### src/hdl/mrc_pkg.sv
// ----------------------------------------------------------------------------
// mrc_pkg
// Shared constants, types and helpers of the magnetometer range calibrator.
// ----------------------------------------------------------------------------
package mrc_pkg;

  localparam int SAMPLE_BITS = 16;
  localparam int FRAC_BITS   = 14;

  // Quotient bits produced by the serial divider; larger quotients saturate.
  localparam int Q_W   = 17;
  // Dividend is |m - min| scaled by 2^(FRAC_BITS+1).
  localparam int NUM_W = 16 + FRAC_BITS + 1;
  localparam int CNT_W = $clog2(Q_W);

  localparam logic signed [15:0] TOP_VAL = 16'((1 << (SAMPLE_BITS - 1)) - 1);
  localparam logic signed [18:0] ONE_Q   = 19'(1 << FRAC_BITS);
  localparam logic signed [18:0] SAT_HI  = 19'(32767);
  localparam logic signed [18:0] SAT_LO  = -19'sd32768;

  localparam logic CFG_MIN_SAMPLES    = 1'b0;
  localparam logic CFG_SPAN_THRESHOLD = 1'b1;

  localparam logic [15:0] MIN_SAMPLES_RST    = 16'd100;
  localparam logic [17:0] SPAN_THRESHOLD_RST = 18'd1000;

  typedef struct packed {
    logic               start;
    logic               neg;
    logic [15:0]        mag;
    logic signed [16:0] den;
  } div_req_t;

  typedef struct packed {
    logic               done;
    logic signed [15:0] norm;
  } div_rsp_t;

  function automatic logic signed [15:0] sext_sample(input logic [15:0] raw);
    sext_sample = 16'($signed(raw[SAMPLE_BITS-1:0]));
  endfunction

endpackage

### src/hdl/mrc_div.sv
// ----------------------------------------------------------------------------
// mrc_div
// Bit-serial restoring divider that turns one axis offset into a saturated
// Q2.14 normalized value, one quotient bit per cycle.
// ----------------------------------------------------------------------------
module mrc_div import mrc_pkg::*; (
  input  logic     clk_i,
  input  logic     rst_ni,
  input  div_req_t req_i,
  output div_rsp_t rsp_o
);

  typedef enum logic [2:0] {
    DV_IDLE = 3'b001,
    DV_RUN  = 3'b010,
    DV_FIN  = 3'b100
  } dv_state_e;

  dv_state_e state_q, state_d;
  logic [CNT_W-1:0] cnt_q, cnt_d;
  logic [15:0]      rem_q, rem_d;
  logic [Q_W-1:0]   sh_q, sh_d;     // dividend bits in, quotient bits out
  logic [15:0]      den_q, den_d;
  logic             neg_q, neg_d;
  logic             ovf_q, ovf_d;
  logic             zero_q, zero_d;

  logic [NUM_W-1:0]  num_full;
  logic [16:0]       trial;
  logic              fits;
  logic signed [18:0] q_signed;
  logic signed [18:0] res;
  logic signed [15:0] norm;

  assign num_full = {req_i.mag, {(FRAC_BITS + 1){1'b0}}};
  assign trial    = {rem_q, sh_q[Q_W-1]};
  assign fits     = trial >= {1'b0, den_q};

  always_comb begin
    state_d = state_q;
    cnt_d   = cnt_q;
    rem_d   = rem_q;
    sh_d    = sh_q;
    den_d   = den_q;
    neg_d   = neg_q;
    ovf_d   = ovf_q;
    zero_d  = zero_q;
    case (state_q)
      DV_IDLE: begin
        if (req_i.start) begin
          rem_d   = 16'(num_full >> Q_W);
          sh_d    = num_full[Q_W-1:0];
          den_d   = req_i.den[15:0];
          neg_d   = req_i.neg;
          zero_d  = req_i.den <= 17'sd0;
          // quotient of 2^Q_W or more: always saturates
          ovf_d   = 17'(num_full >> Q_W) >= 17'(req_i.den[15:0]);
          cnt_d   = CNT_W'(Q_W - 1);
          state_d = DV_RUN;
        end
      end
      DV_RUN: begin
        rem_d = fits ? 16'(trial - {1'b0, den_q}) : trial[15:0];
        sh_d  = {sh_q[Q_W-2:0], fits};
        cnt_d = cnt_q - CNT_W'(1);
        if (cnt_q == '0) begin
          state_d = DV_FIN;
        end
      end
      DV_FIN: begin
        state_d = DV_IDLE;
      end
      default: begin
        state_d = DV_IDLE;
      end
    endcase
  end

  always_comb begin
    q_signed = neg_q ? -$signed({2'b00, sh_q}) : $signed({2'b00, sh_q});
    res      = q_signed - ONE_Q;
    if (zero_q) begin
      norm = '0;
    end else if (ovf_q) begin
      norm = neg_q ? 16'(SAT_LO) : 16'(SAT_HI);
    end else if (res > SAT_HI) begin
      norm = 16'(SAT_HI);
    end else if (res < SAT_LO) begin
      norm = 16'(SAT_LO);
    end else begin
      norm = res[15:0];
    end
  end

  assign rsp_o.done = state_q == DV_FIN;
  assign rsp_o.norm = norm;

  always_ff @(posedge clk_i or negedge rst_ni) begin
    if (!rst_ni) begin
      state_q <= DV_IDLE;
      cnt_q   <= '0;
    end else begin
      state_q <= state_d;
      cnt_q   <= cnt_d;
    end
  end

  always_ff @(posedge clk_i) begin
    rem_q  <= rem_d;
    sh_q   <= sh_d;
    den_q  <= den_d;
    neg_q  <= neg_d;
    ovf_q  <= ovf_d;
    zero_q <= zero_d;
  end

endmodule

### src/hdl/magnetometer_range_calibrator_core.sv
// ----------------------------------------------------------------------------
// magnetometer_range_calibrator_core
// Min/max calibration of a three-axis magnetometer with Q2.14 normalization.
// ----------------------------------------------------------------------------
// Input channel: one sample per transfer (mag_x/y/z, start_calibration),
// taken when in_valid_i is high and in_stall_o is low. Output channel: one
// result per sample (calibrating, calibrated, norm_x/y/z, span_sum), taken
// when out_valid_o is high and out_stall_i is low.
// One sample is worked on at a time. Bounds update (only while calibrating)
// and span sum walk the axes one per cycle, then a check step decides; the
// finishing sample also walks the axes to widen any collapsed axis. Once
// calibrated, each axis goes through the bit-serial divider in turn, and the
// next sample is taken once the result is loaded.
// The result sits in an output register, so a stalled receiver holds only
// that register; the next sample is taken meanwhile and waits in the final
// load step until the register is free.
// Configuration (cfg_we_i, cfg_index_i, cfg_wdata_i) is to be written by the
// user only while idle; the block itself does not enforce this. Reset sets
// bounds to +/-32767, clears count and flags, loads register defaults
// (min_samples 100, span_threshold 1000) and empties the output.
// ----------------------------------------------------------------------------
module magnetometer_range_calibrator_core import mrc_pkg::*; (
  input  logic               clk_i,
  input  logic               rst_ni,
  input  logic               in_valid_i,
  output logic               in_stall_o,
  input  logic [15:0]        mag_x_i,
  input  logic [15:0]        mag_y_i,
  input  logic [15:0]        mag_z_i,
  input  logic               start_calibration_i,
  output logic               out_valid_o,
  input  logic               out_stall_i,
  output logic               calibrating_o,
  output logic               calibrated_o,
  output logic signed [15:0] norm_x_o,
  output logic signed [15:0] norm_y_o,
  output logic signed [15:0] norm_z_o,
  output logic signed [18:0] span_sum_o,
  input  logic               cfg_we_i,
  input  logic               cfg_index_i,
  input  logic [17:0]        cfg_wdata_i
);

  typedef enum logic [7:0] {
    S_IDLE  = 8'b0000_0001,
    S_UPD   = 8'b0000_0010,
    S_ACC   = 8'b0000_0100,
    S_CHK   = 8'b0000_1000,
    S_WID   = 8'b0001_0000,
    S_DIV   = 8'b0010_0000,
    S_DWAIT = 8'b0100_0000,
    S_LOAD  = 8'b1000_0000
  } state_e;

  state_e state_q, state_d;
  logic [1:0]  axis_q, axis_d;
  logic [15:0] min_samples_q;
  logic [17:0] span_thr_q;
  logic [15:0] count_q, count_d;
  logic        run_q, run_d;
  logic        done_q, done_d;

  logic signed [15:0] m_q   [3];
  logic signed [15:0] m_d   [3];
  logic signed [15:0] min_q [3];
  logic signed [15:0] min_d [3];
  logic signed [15:0] max_q [3];
  logic signed [15:0] max_d [3];
  logic signed [15:0] norm_q [3];
  logic signed [15:0] norm_d [3];
  logic signed [18:0] sum_q, sum_d;

  logic               ov_q, ov_d;
  logic               ov_run_q, ov_run_d;
  logic               ov_done_q, ov_done_d;
  logic signed [15:0] ov_norm_q [3];
  logic signed [15:0] ov_norm_d [3];
  logic signed [18:0] ov_sum_q, ov_sum_d;

  logic               in_xfer;
  logic signed [15:0] m_a, min_a, max_a;
  logic signed [16:0] diff, span;
  div_req_t           div_req;
  div_rsp_t           div_rsp;

  assign in_xfer = in_valid_i && (state_q == S_IDLE);
  assign m_a     = m_q[axis_q];
  assign min_a   = min_q[axis_q];
  assign max_a   = max_q[axis_q];
  assign diff    = $signed({m_a[15], m_a}) - $signed({min_a[15], min_a});
  assign span    = $signed({max_a[15], max_a}) - $signed({min_a[15], min_a});

  assign div_req.start = state_q == S_DIV;
  assign div_req.neg   = diff < 17'sd0;
  assign div_req.mag   = (diff < 17'sd0) ? 16'(-diff) : 16'(diff);
  assign div_req.den   = span;

  mrc_div u_div (
    .clk_i (clk_i),
    .rst_ni(rst_ni),
    .req_i (div_req),
    .rsp_o (div_rsp)
  );

  always_comb begin
    state_d   = state_q;
    axis_d    = axis_q;
    count_d   = count_q;
    run_d     = run_q;
    done_d    = done_q;
    m_d       = m_q;
    min_d     = min_q;
    max_d     = max_q;
    norm_d    = norm_q;
    sum_d     = sum_q;
    ov_d      = ov_q && out_stall_i;
    ov_run_d  = ov_run_q;
    ov_done_d = ov_done_q;
    ov_norm_d = ov_norm_q;
    ov_sum_d  = ov_sum_q;
    case (state_q)
      S_IDLE: begin
        if (in_xfer) begin
          m_d[0] = sext_sample(mag_x_i);
          m_d[1] = sext_sample(mag_y_i);
          m_d[2] = sext_sample(mag_z_i);
          axis_d = 2'd0;
          sum_d  = '0;
          if (start_calibration_i) begin
            count_d = '0;
            run_d   = 1'b1;
            done_d  = 1'b0;
          end
          state_d = (start_calibration_i || run_q) ? S_UPD : S_ACC;
        end
      end
      S_UPD: begin
        if (m_a < min_a) begin
          min_d[axis_q] = m_a;
        end
        if (m_a > max_a) begin
          max_d[axis_q] = m_a;
        end
        axis_d = axis_q + 2'd1;
        if (axis_q == 2'd2) begin
          if (count_q != 16'hFFFF) begin
            count_d = count_q + 16'd1;
          end
          axis_d  = 2'd0;
          state_d = S_ACC;
        end
      end
      S_ACC: begin
        sum_d  = sum_q + 19'(span);
        axis_d = axis_q + 2'd1;
        if (axis_q == 2'd2) begin
          axis_d  = 2'd0;
          state_d = S_CHK;
        end
      end
      S_CHK: begin
        if (run_q && count_q >= min_samples_q && sum_q >= $signed({1'b0, span_thr_q})) begin
          run_d   = 1'b0;
          done_d  = 1'b1;
          state_d = S_WID;
        end else if (done_q) begin
          state_d = S_DIV;
        end else begin
          state_d = S_LOAD;
        end
      end
      S_WID: begin
        // widen a collapsed axis, downward at the top of range
        if (max_a == min_a) begin
          if (min_a >= TOP_VAL) begin
            min_d[axis_q] = max_a - 16'sd1;
          end else begin
            max_d[axis_q] = min_a + 16'sd1;
          end
          sum_d = sum_q + 19'sd1;
        end
        axis_d = axis_q + 2'd1;
        if (axis_q == 2'd2) begin
          axis_d  = 2'd0;
          state_d = S_DIV;
        end
      end
      S_DIV: begin
        state_d = S_DWAIT;
      end
      S_DWAIT: begin
        if (div_rsp.done) begin
          norm_d[axis_q] = div_rsp.norm;
          axis_d         = axis_q + 2'd1;
          state_d        = S_DIV;
          if (axis_q == 2'd2) begin
            axis_d  = 2'd0;
            state_d = S_LOAD;
          end
        end
      end
      S_LOAD: begin
        if (!ov_q || !out_stall_i) begin
          ov_d      = 1'b1;
          ov_run_d  = run_q;
          ov_done_d = done_q;
          ov_sum_d  = sum_q;
          for (int i = 0; i < 3; i++) begin
            ov_norm_d[i] = done_q ? norm_q[i] : 16'sd0;
          end
          state_d = S_IDLE;
        end
      end
      default: begin
        state_d = S_IDLE;
      end
    endcase
  end

  always_ff @(posedge clk_i or negedge rst_ni) begin
    if (!rst_ni) begin
      state_q       <= S_IDLE;
      axis_q        <= '0;
      count_q       <= '0;
      run_q         <= 1'b0;
      done_q        <= 1'b0;
      ov_q          <= 1'b0;
      min_samples_q <= MIN_SAMPLES_RST;
      span_thr_q    <= SPAN_THRESHOLD_RST;
      for (int i = 0; i < 3; i++) begin
        min_q[i] <= TOP_VAL;
        max_q[i] <= -TOP_VAL;
      end
    end else begin
      state_q <= state_d;
      axis_q  <= axis_d;
      count_q <= count_d;
      run_q   <= run_d;
      done_q  <= done_d;
      ov_q    <= ov_d;
      min_q   <= min_d;
      max_q   <= max_d;
      if (cfg_we_i) begin
        case (cfg_index_i)
          CFG_MIN_SAMPLES:    min_samples_q <= cfg_wdata_i[15:0];
          CFG_SPAN_THRESHOLD: span_thr_q    <= cfg_wdata_i;
          default:            span_thr_q    <= span_thr_q;
        endcase
      end
    end
  end

  always_ff @(posedge clk_i) begin
    m_q       <= m_d;
    norm_q    <= norm_d;
    sum_q     <= sum_d;
    ov_run_q  <= ov_run_d;
    ov_done_q <= ov_done_d;
    ov_norm_q <= ov_norm_d;
    ov_sum_q  <= ov_sum_d;
  end

  assign in_stall_o    = state_q != S_IDLE;
  assign out_valid_o   = ov_q;
  assign calibrating_o = ov_run_q;
  assign calibrated_o  = ov_done_q;
  assign norm_x_o      = ov_norm_q[0];
  assign norm_y_o      = ov_norm_q[1];
  assign norm_z_o      = ov_norm_q[2];
  assign span_sum_o    = ov_sum_q;

endmodule

### config.mk
export PLATFORM = sky130hd
export DESIGN_NAME = magnetometer_range_calibrator_core
export DESIGN_NICKNAME = d
export VERILOG_FILES = /design/src/hdl/mrc_pkg.sv /design/src/hdl/mrc_div.sv /design/src/hdl/magnetometer_range_calibrator_core.sv
export SDC_FILE = /design/constraint.sdc
export NUM_CORES = 1
export LEC_CHECK = 0
export ABC_AREA = 1
export BUFFER_PORTS_ARGS = -buffer_cell sky130_fd_sc_hd__buf_4
export CORE_ASPECT_RATIO = 1.1
export CORE_MARGIN = 2
export CORE_UTILIZATION = 55
export DETAILED_ROUTE_END_ITERATION = 10
export PLACE_DENSITY = 0.82
export SETUP_SLACK_MARGIN = 0.5
export SLEW_MARGIN = 15
export SYNTH_ARGS = -nofsm -noshare
export SYNTH_HDL_FRONTEND = slang
export SYNTH_SLANG_ARGS = --single-unit
### constraint.sdc
create_clock -name clk_i -period 4.8 [get_ports clk_i]
set_input_delay 0.48 -clock clk_i [delete_from_list [all_inputs] [get_ports clk_i]]
set_output_delay 0.48 -clock clk_i [all_outputs]
set_load 0.01 [all_outputs]
Word level (Yosys, flattened, before mapping)

Index checks and enable logic that the tools add are counted.
Widths: inputs -> output; s select.

Register bits: 403
Word-level logic and storage cells: 200

Add/subtract/negate cells: 13
$lt $le $gt $ge: 13
Eq/ne operators: 31
Multiplexer cells: 74
Bitwise logic cells: 2
Reductions and logical operators: 32

Operators with widths:

| kind                   | number |
|---|---|
| $mux 16                | 19 |
| $mux 48                | 6 |
| $bwmux 48              | 5 |
| $pmux 48 s2            | 2 |
| $bmux 16 s2            | 3 |
| $mux 8                 | 9 |
| $pmux 16 s2            | 2 |
| $pmux 8 s8             | 1 |
| $mux 19                | 3 |
| $pmux 19 s3            | 1 |
| $pmux 17 s2            | 1 |
| $sub 16x16->17         | 2 |
| $demux 16 s2           | 1 |
| $ne 2x2->1 const B     | 15 |
| $add 19x17->19         | 1 |
| $add 19x2->19 const B  | 1 |
| $ge 19x19->1           | 1 |
| $gt 19x16->1 const B   | 1 |
| $lt 19x16->1 const B   | 1 |
| $neg 17->19            | 1 |
| $sub 19x16->19 const B | 1 |
| $ge 17x16->1           | 1 |
| $le 17x1->1 const B    | 1 |
| $lt 17x1->1 const B    | 1 |
| other kinds (53)       | 85 |

Longest topological paths before layout

Depth after elaboration: 9
Depth in mapped cells: 32
Mapped depth without buffers: 31

Modules after synthesis

A second synthesis with hierarchy kept.

Cell total of the unflattened synthesis: 3133
Area total of the unflattened synthesis: 25014.0 µm²

By module, submodules not included:

| module                             | times used | cells an instance | area an instance (µm²) | seq. area each (µm²) |
|---|---|---|---|---|
| magnetometer_range_calibrator_core | 1          | 2529              | 20390.8                | 9580.4 |
| mrc_div                            | 1          | 604               | 4623.2                 | 1762.9 |

Least setup slack after synthesis

No wires, ideal clock.

Path kind: register to register
From: register axis_q[1]
To: register u_div.ovf_q, data pin
Setup time: 260 ps
Arrival: 4566 ps
Required time: 4540 ps
Setup slack: -26 ps
Stages on the path, launching flop included: 29
Buffers on the path: 4
Cell sequence: dfrtp_1 -> nor2_2 -> buf_2 -> buf_2 -> buf_1 -> buf_1 -> a211oi_1 -> ha_1 -> fa_1 -> inv_1 -> nand3_1 -> nand2_1 -> nand2_1 -> nand2_1 -> nand3b_1 -> nand2_1 -> nand2_1 -> nand2_1 -> clkinv_1 -> nand2_1 -> xor2_1 -> inv_1 -> ha_1 -> a21oi_1 -> nor3_1 -> a211oi_1 -> nor2_1 -> nor2_1 -> nand3_1

Word-level cells in the longest chain between the ends: 8
Elaborated cells between the ends (all ways): 16
Those cells by class: add/sub (3); order compare (2); mux (10); bitwise (1)

Ends and longest elaborated chain:

| element                                         | RTL line                                                                           | source |
|---|---|---|
| start: declaration                              | magnetometer_range_calibrator_core.sv:56                                           | `logic [1:0] axis_q, axis_d;` |
| start signal: assignment                        | magnetometer_range_calibrator_core.sv:236                                          | `axis_q <= axis_d;` |
| $not 2->3 (implied by the code) (*)             | magnetometer_range_calibrator_core.sv:87, magnetometer_range_calibrator_core.sv:88 |  |
| $bmux 16 s2, on equally long branches           | magnetometer_range_calibrator_core.sv:87, magnetometer_range_calibrator_core.sv:88 |  |
| $mux 16, on equally long branches (2 in series) | magnetometer_range_calibrator_core.sv:87, magnetometer_range_calibrator_core.sv:88 |  |
| $sub 16x16->17 (*)                              | magnetometer_range_calibrator_core.sv:90                                           | `assign diff = $signed({m_a[15], m_a}) - $signed({min_a[15], min_a});` |
| net diff[16]                                    | magnetometer_range_calibrator_core.sv:82                                           | `logic signed [16:0] diff, span;` |
| $lt 17x1->1 (*)                                 | magnetometer_range_calibrator_core.sv:95                                           | `assign div_req.mag = (diff < 17'sd0) ? 16'(-diff) : 16'(diff);` |
| $mux 16 (*)                                     | magnetometer_range_calibrator_core.sv:95                                           |  |
| $ge 14x16->1 (*)                                | mrc_div.sv:57                                                                      | `ovf_d = 17'(num_full >> Q_W) >= 17'(req_i.den[15:0]);` |
| end signal: assignment                          | mrc_div.sv:113                                                                     | `ovf_q <= ovf_d;` |
| end: declaration                                | mrc_div.sv:25                                                                      | `logic ovf_q, ovf_d;` |

Mark *: on every way through the listed nets, which the timed path passes. The rest lies on a longest branch. The select of a mux whose other input is x is not followed.
A chain may end at the register's enable or synchronous reset.

Worst setup path after layout

From: register axis_q[0]
To: register sum_q[18], data pin

Word-level cells in the longest chain between the ends: 7
Elaborated cells between the ends (all ways): 10
Those cells by class: add/sub (2); mux (7); bitwise (1)

Ends and longest elaborated chain:

| element                                         | RTL line                                                                           | source |
|---|---|---|
| $not 2->3 (implied by the code) (*)             | magnetometer_range_calibrator_core.sv:88, magnetometer_range_calibrator_core.sv:89 |  |
| $bmux 16 s2, on equally long branches           | magnetometer_range_calibrator_core.sv:89, magnetometer_range_calibrator_core.sv:88 |  |
| $mux 16, on equally long branches (2 in series) | magnetometer_range_calibrator_core.sv:89, magnetometer_range_calibrator_core.sv:88 |  |
| $sub 16x16->17 (*)                              | magnetometer_range_calibrator_core.sv:91                                           | `assign span = $signed({max_a[15], max_a}) - $signed({min_a[15], min_a});` |
| $add 19x17->19 (*)                              | magnetometer_range_calibrator_core.sv:154                                          | `sum_d = sum_q + 19'(span);` |
| $pmux 19 s3 (*)                                 | magnetometer_range_calibrator_core.sv:121                                          | `case (state_q)` |
| end signal: assignment                          | magnetometer_range_calibrator_core.sv:256                                          | `sum_q <= sum_d;` |
| end: declaration                                | magnetometer_range_calibrator_core.sv:71                                           | `logic signed [18:0] sum_q, sum_d;` |

Every way passes the cells marked *; elsewhere a longest branch is shown, timed or not. The select of a mux whose other input is x is not followed.

==> flow_summary_export.csv <==
group,metric,value,unit
clocking,h-tree-depth,2,
die,die_area,0.04534,mm^2
synth,syn_area,0.02401,mm^2
worst_setup_path,cp-end-kind,"register",
timing,tns,0,ns
detailed_routing,drc,0,
clocking,clk_latency,0.59,ns
cells_and_area,layout-drive-gt1-share,16.97,%
timing,fmax,229.8,MHz
timing,final-max-slew-violation-count,0,
clocking,cts_tree,"built",
timing,rsz0062_at_grt,"true",
global_routing,grt_pass1_vias,20800,
placed_design,place_congestion,1.011,
timing,finalSetupViolations,0,
global_routing,antenna_found_initial,0,
synth,synthCells,2951,
detailed_routing,routed_wl,74560,um
detailed_routing,final_antenna_net_count,0,
global_routing,grt_usage,32.29,%
clocking,cts-root-buf,"clkbuf_16",
detailed_routing,vias,21610,
clocking,clockBufferDepth,3,
detailed_routing,dr.pass1.iters,5,
synth,synth_enable_flop_cells,236,
cells_and_area,final_cell_mix,"nand2_1 (871), inv_1 (389), buf_4 (259)",
min_path,holdCritPathClass,"in2reg",
worst_setup_path,r2r-end,"sum_q[18]$_SDFFCE_PN0P_",
cells_and_area,multiInputGateArea,0.01124,mm^2
timing,fin_crit,4.351,ns
clocking,cts_inserted_buffers,44,
synth,syn_nets,3167,
cells_and_area,nets,3411,
min_path,whs_endpoint,"m_q[44]$_DFFE_PP_",
job,cap_violations,0,
die,die_y,223.1,um
synth,synth.distinct_cells,58,
synth,ys_ff_latch,403,
min_path,hp-start,"mag_x_i[12]",
detailed_routing,wl_per_cell,19.60,um
cells_and_area,area_growth,19.19,%
synth,async_flop_share,41.44,%
detailed_routing,first_iter_violations,1613,
cells_and_area,final-seq-area,0.01135,mm^2
status,status,"finished clean",
worst_setup_path,reg2reg_depth,24,
clocking,path_clk_slew,0.07,ns
synth,ys_seq_area_share,47.25,%
die,rows,80,
synth,synth_area_per_cell,8.136,um^2
timing,fin_crit_sh,90.65,%
worst_setup_path,critPathKind,"reg2reg",
timing,slew_headroom,30.12,%
detailed_routing,avgViaCountPerCell,5.680,
die,ios,144,
worst_setup_path,startpoint_type,"register",
clocking,clkSinkCount,403,
synth,yosysWarnings,0,
global_routing,grt-ovfl-total,0,
min_path,whs_path_depth,1,
timing,hold_violations,0,
cells_and_area,final_common_cell,"nand2_1",
worst_setup_path,crit_required,5.24,ns
cells_and_area,stdcell_area,0.02862,mm^2
global_routing,grt_pass1_wl,112900,um
worst_setup_path,worst_ep_arrival_time,4.79,ns
synth,ys.flop_type,"edfxtp_1",
placed_design,portBuffers,143,
worst_setup_path,r2r_start,"axis_q[0]$_DFFE_PN0P_",
timing,fin_skew,0.01783,ns
die,fp.coreArea,0.04324,mm^2
timing,tightest_slew,1.046,ns
cells_and_area,nFillCells,3598,
placed_design,hpwl,53870,um
worst_setup_path,rrSetupSlack,0.45,ns
placed_design,placed_area,0.02631,mm^2
worst_setup_path,path_max_fanout,7,
die,die_w,203.2,um
global_routing,grt_max_degree,73,
die,start_util,55.52,%
cells_and_area,n_antenna_cell,0,
[cell type report]
type / instances / area share, %
Clock buffer: 47 / 3.887
Clock inverter: 34 / 1.316
Inverter: 408 / 5.360
Multi-Input combinational cell: 2062 / 39.29
Sequential cell: 403 / 39.65
Tap cell: 574 / 2.510
Timing Repair Buffer: 276 / 7.984
[synth_stat cells (2+ instances only)]
cell type	count	share of area, %
nand2_1	877	14
inv_1	396	6.2
edfxtp_1	236	30
nand3_1	223	4.6
nor2_1	200	3.1
o21ai_0	176	3.7
a21oi_1	153	3.2
ha_1	139	7.2
dfrtp_1	105	11
dfstp_2	62	6.8
xor2_1	47	1.7
clkbuf_1	43	0.67
nor3_1	33	0.69
nand4_1	30	0.78
o21ai_1	22	0.46
buf_2	21	0.44
xnor2_1	21	0.77
a22oi_1	17	0.53
inv_2	11	0.17
o211ai_1	11	0.34
o21bai_1	11	0.34
o31ai_1	10	0.31
buf_1	9	0.14
nor2_4	9	0.42
or2_2	7	0.18
a211oi_1	6	0.19
a21o_1	6	0.19
nand3b_1	5	0.16
nor2_2	5	0.13
nor4_1	5	0.13
o22ai_1	5	0.13
buf_4	4	0.13
fa_1	4	0.33
nand2_2	4	0.10
a31oi_1	3	0.078
and2_1	3	0.078
nand4_2	3	0.16
o21a_1	3	0.094
a21boi_0	2	0.063
a41oi_1	2	0.073
nand3_2	2	0.083
nor3b_1	2	0.063
o2111ai_1	2	0.073
o221ai_1	2	0.073
[registers in the layout, indices dropped and copies added (netlist names), 2 cells and up]
name / cells
min_q: 48
max_q: 48
u_div.cnt_q: 5
norm_z_o: 16
m_q: 48
span_sum_o: 19
norm_q: 48
state_q: 8
u_div.sh_q: 17
norm_x_o: 16
min_samples_q: 16
u_div.den_q: 16
span_thr_q: 18
sum_q: 19
norm_y_o: 16
u_div.state_q: 3
u_div.rem_q: 16
axis_q: 2
count_q: 16
[timing repair]
| item | CTS | global route |
|---|---|---|
| gates resized for setup | 32 | 75 |
| pin swaps | 8 | 23 |
| endpoints found under the setup margin | 8 | 14 |
| gates cloned | 1 | 5 |
| hold buffers | 1 | 0 |
| setup buffers | 8 | 19 |
| endpoints found under the hold margin | 41 | 0 |
[metrics by stage]
| stage | hold slack, ns | utilization [%] | std cells | setup WS [ns] |
|---|---|---|---|---|
| floorplan | 0.1844 | - | 2951 | 0.08502 |
| global placement | 0.4525 | 60.84 | 3689 | 0.2981 |
| detailed placement | 0.4567 | 60.84 | 3689 | 0.1243 |
| CTS | 0.03674 | 64.84 | 3780 | 0.4031 |
| global route | 0.04570 | 66.18 | 3804 | 0.2424 |
| finish | 0.06008 | 66.18 | 3804 | 0.4488 |
[worst max path at each step]
stage / start / endpoint / cells after the start
finish: axis_q[0]$_DFFE_PN0P_ / sum_q[18]$_SDFFCE_PN0P_ / 24
global route: axis_q[1]$_DFFE_PN0P_ / u_div.ovf_q$_DFFE_PP_ / 26
CTS: axis_q[0]$_DFFE_PN0P_ / u_div.ovf_q$_DFFE_PP_ / 26
detailed placement: axis_q[1]$_DFFE_PN0P_ / sum_q[18]$_SDFFCE_PN0P_ / 24
global placement: axis_q[0]$_DFFE_PN0P_ / sum_q[18]$_SDFFCE_PN0P_ / 23
floorplan: axis_q[1]$_DFFE_PN0P_ / u_div.ovf_q$_DFFE_PP_ / 28
[layer usage]
metal  wire (um)  vias to the layer above  global-route usage [%]
li1            -                    10210                       -
met1       27750                    10100                   38.42
met2       36350                     1022                   56.14
met3        5215                      277                   3.842
met4        5244                        0                   19.26
met5           0                        -                       0
[logic make-up after synthesis]
logic type                 after synthesis  share of synthesized area, %
AOI/OAI and AO/OA                      436                         10.01
xor gates and xnor gates                68                         2.481
adders and majority gates              143                         7.578
buffers and inverters                  486                         7.802
DFF                                    403                         47.25
and+or+nand+nor                       1415                         24.88
[worst max-delay path, cell delays in order, from the launching register on]
cell      delay [ns]
dfrtp_2         0.44
inv_4           0.07
nor2_4          0.24
buf_8           0.17
buf_12          0.12
nand2_1         0.04
nand3_1         0.17
inv_1           0.21
ha_1            0.46
nand2_1         0.14
nor2_1          0.15
nand2_1         0.08
o21ai_0         0.20
xor2_1          0.29
nand2_1         0.12
inv_1           0.11
ha_1            0.25
inv_1           0.10
buf_4           0.15
o31ai_2         0.07
a21oi_2         0.16
o311ai_4        0.13
inv_1           0.07
nand3_1         0.07
a21oi_1         0.16
Power is not shown: default switching activity piles up to over one toggle a cycle in this logic, so the estimate is an artifact.
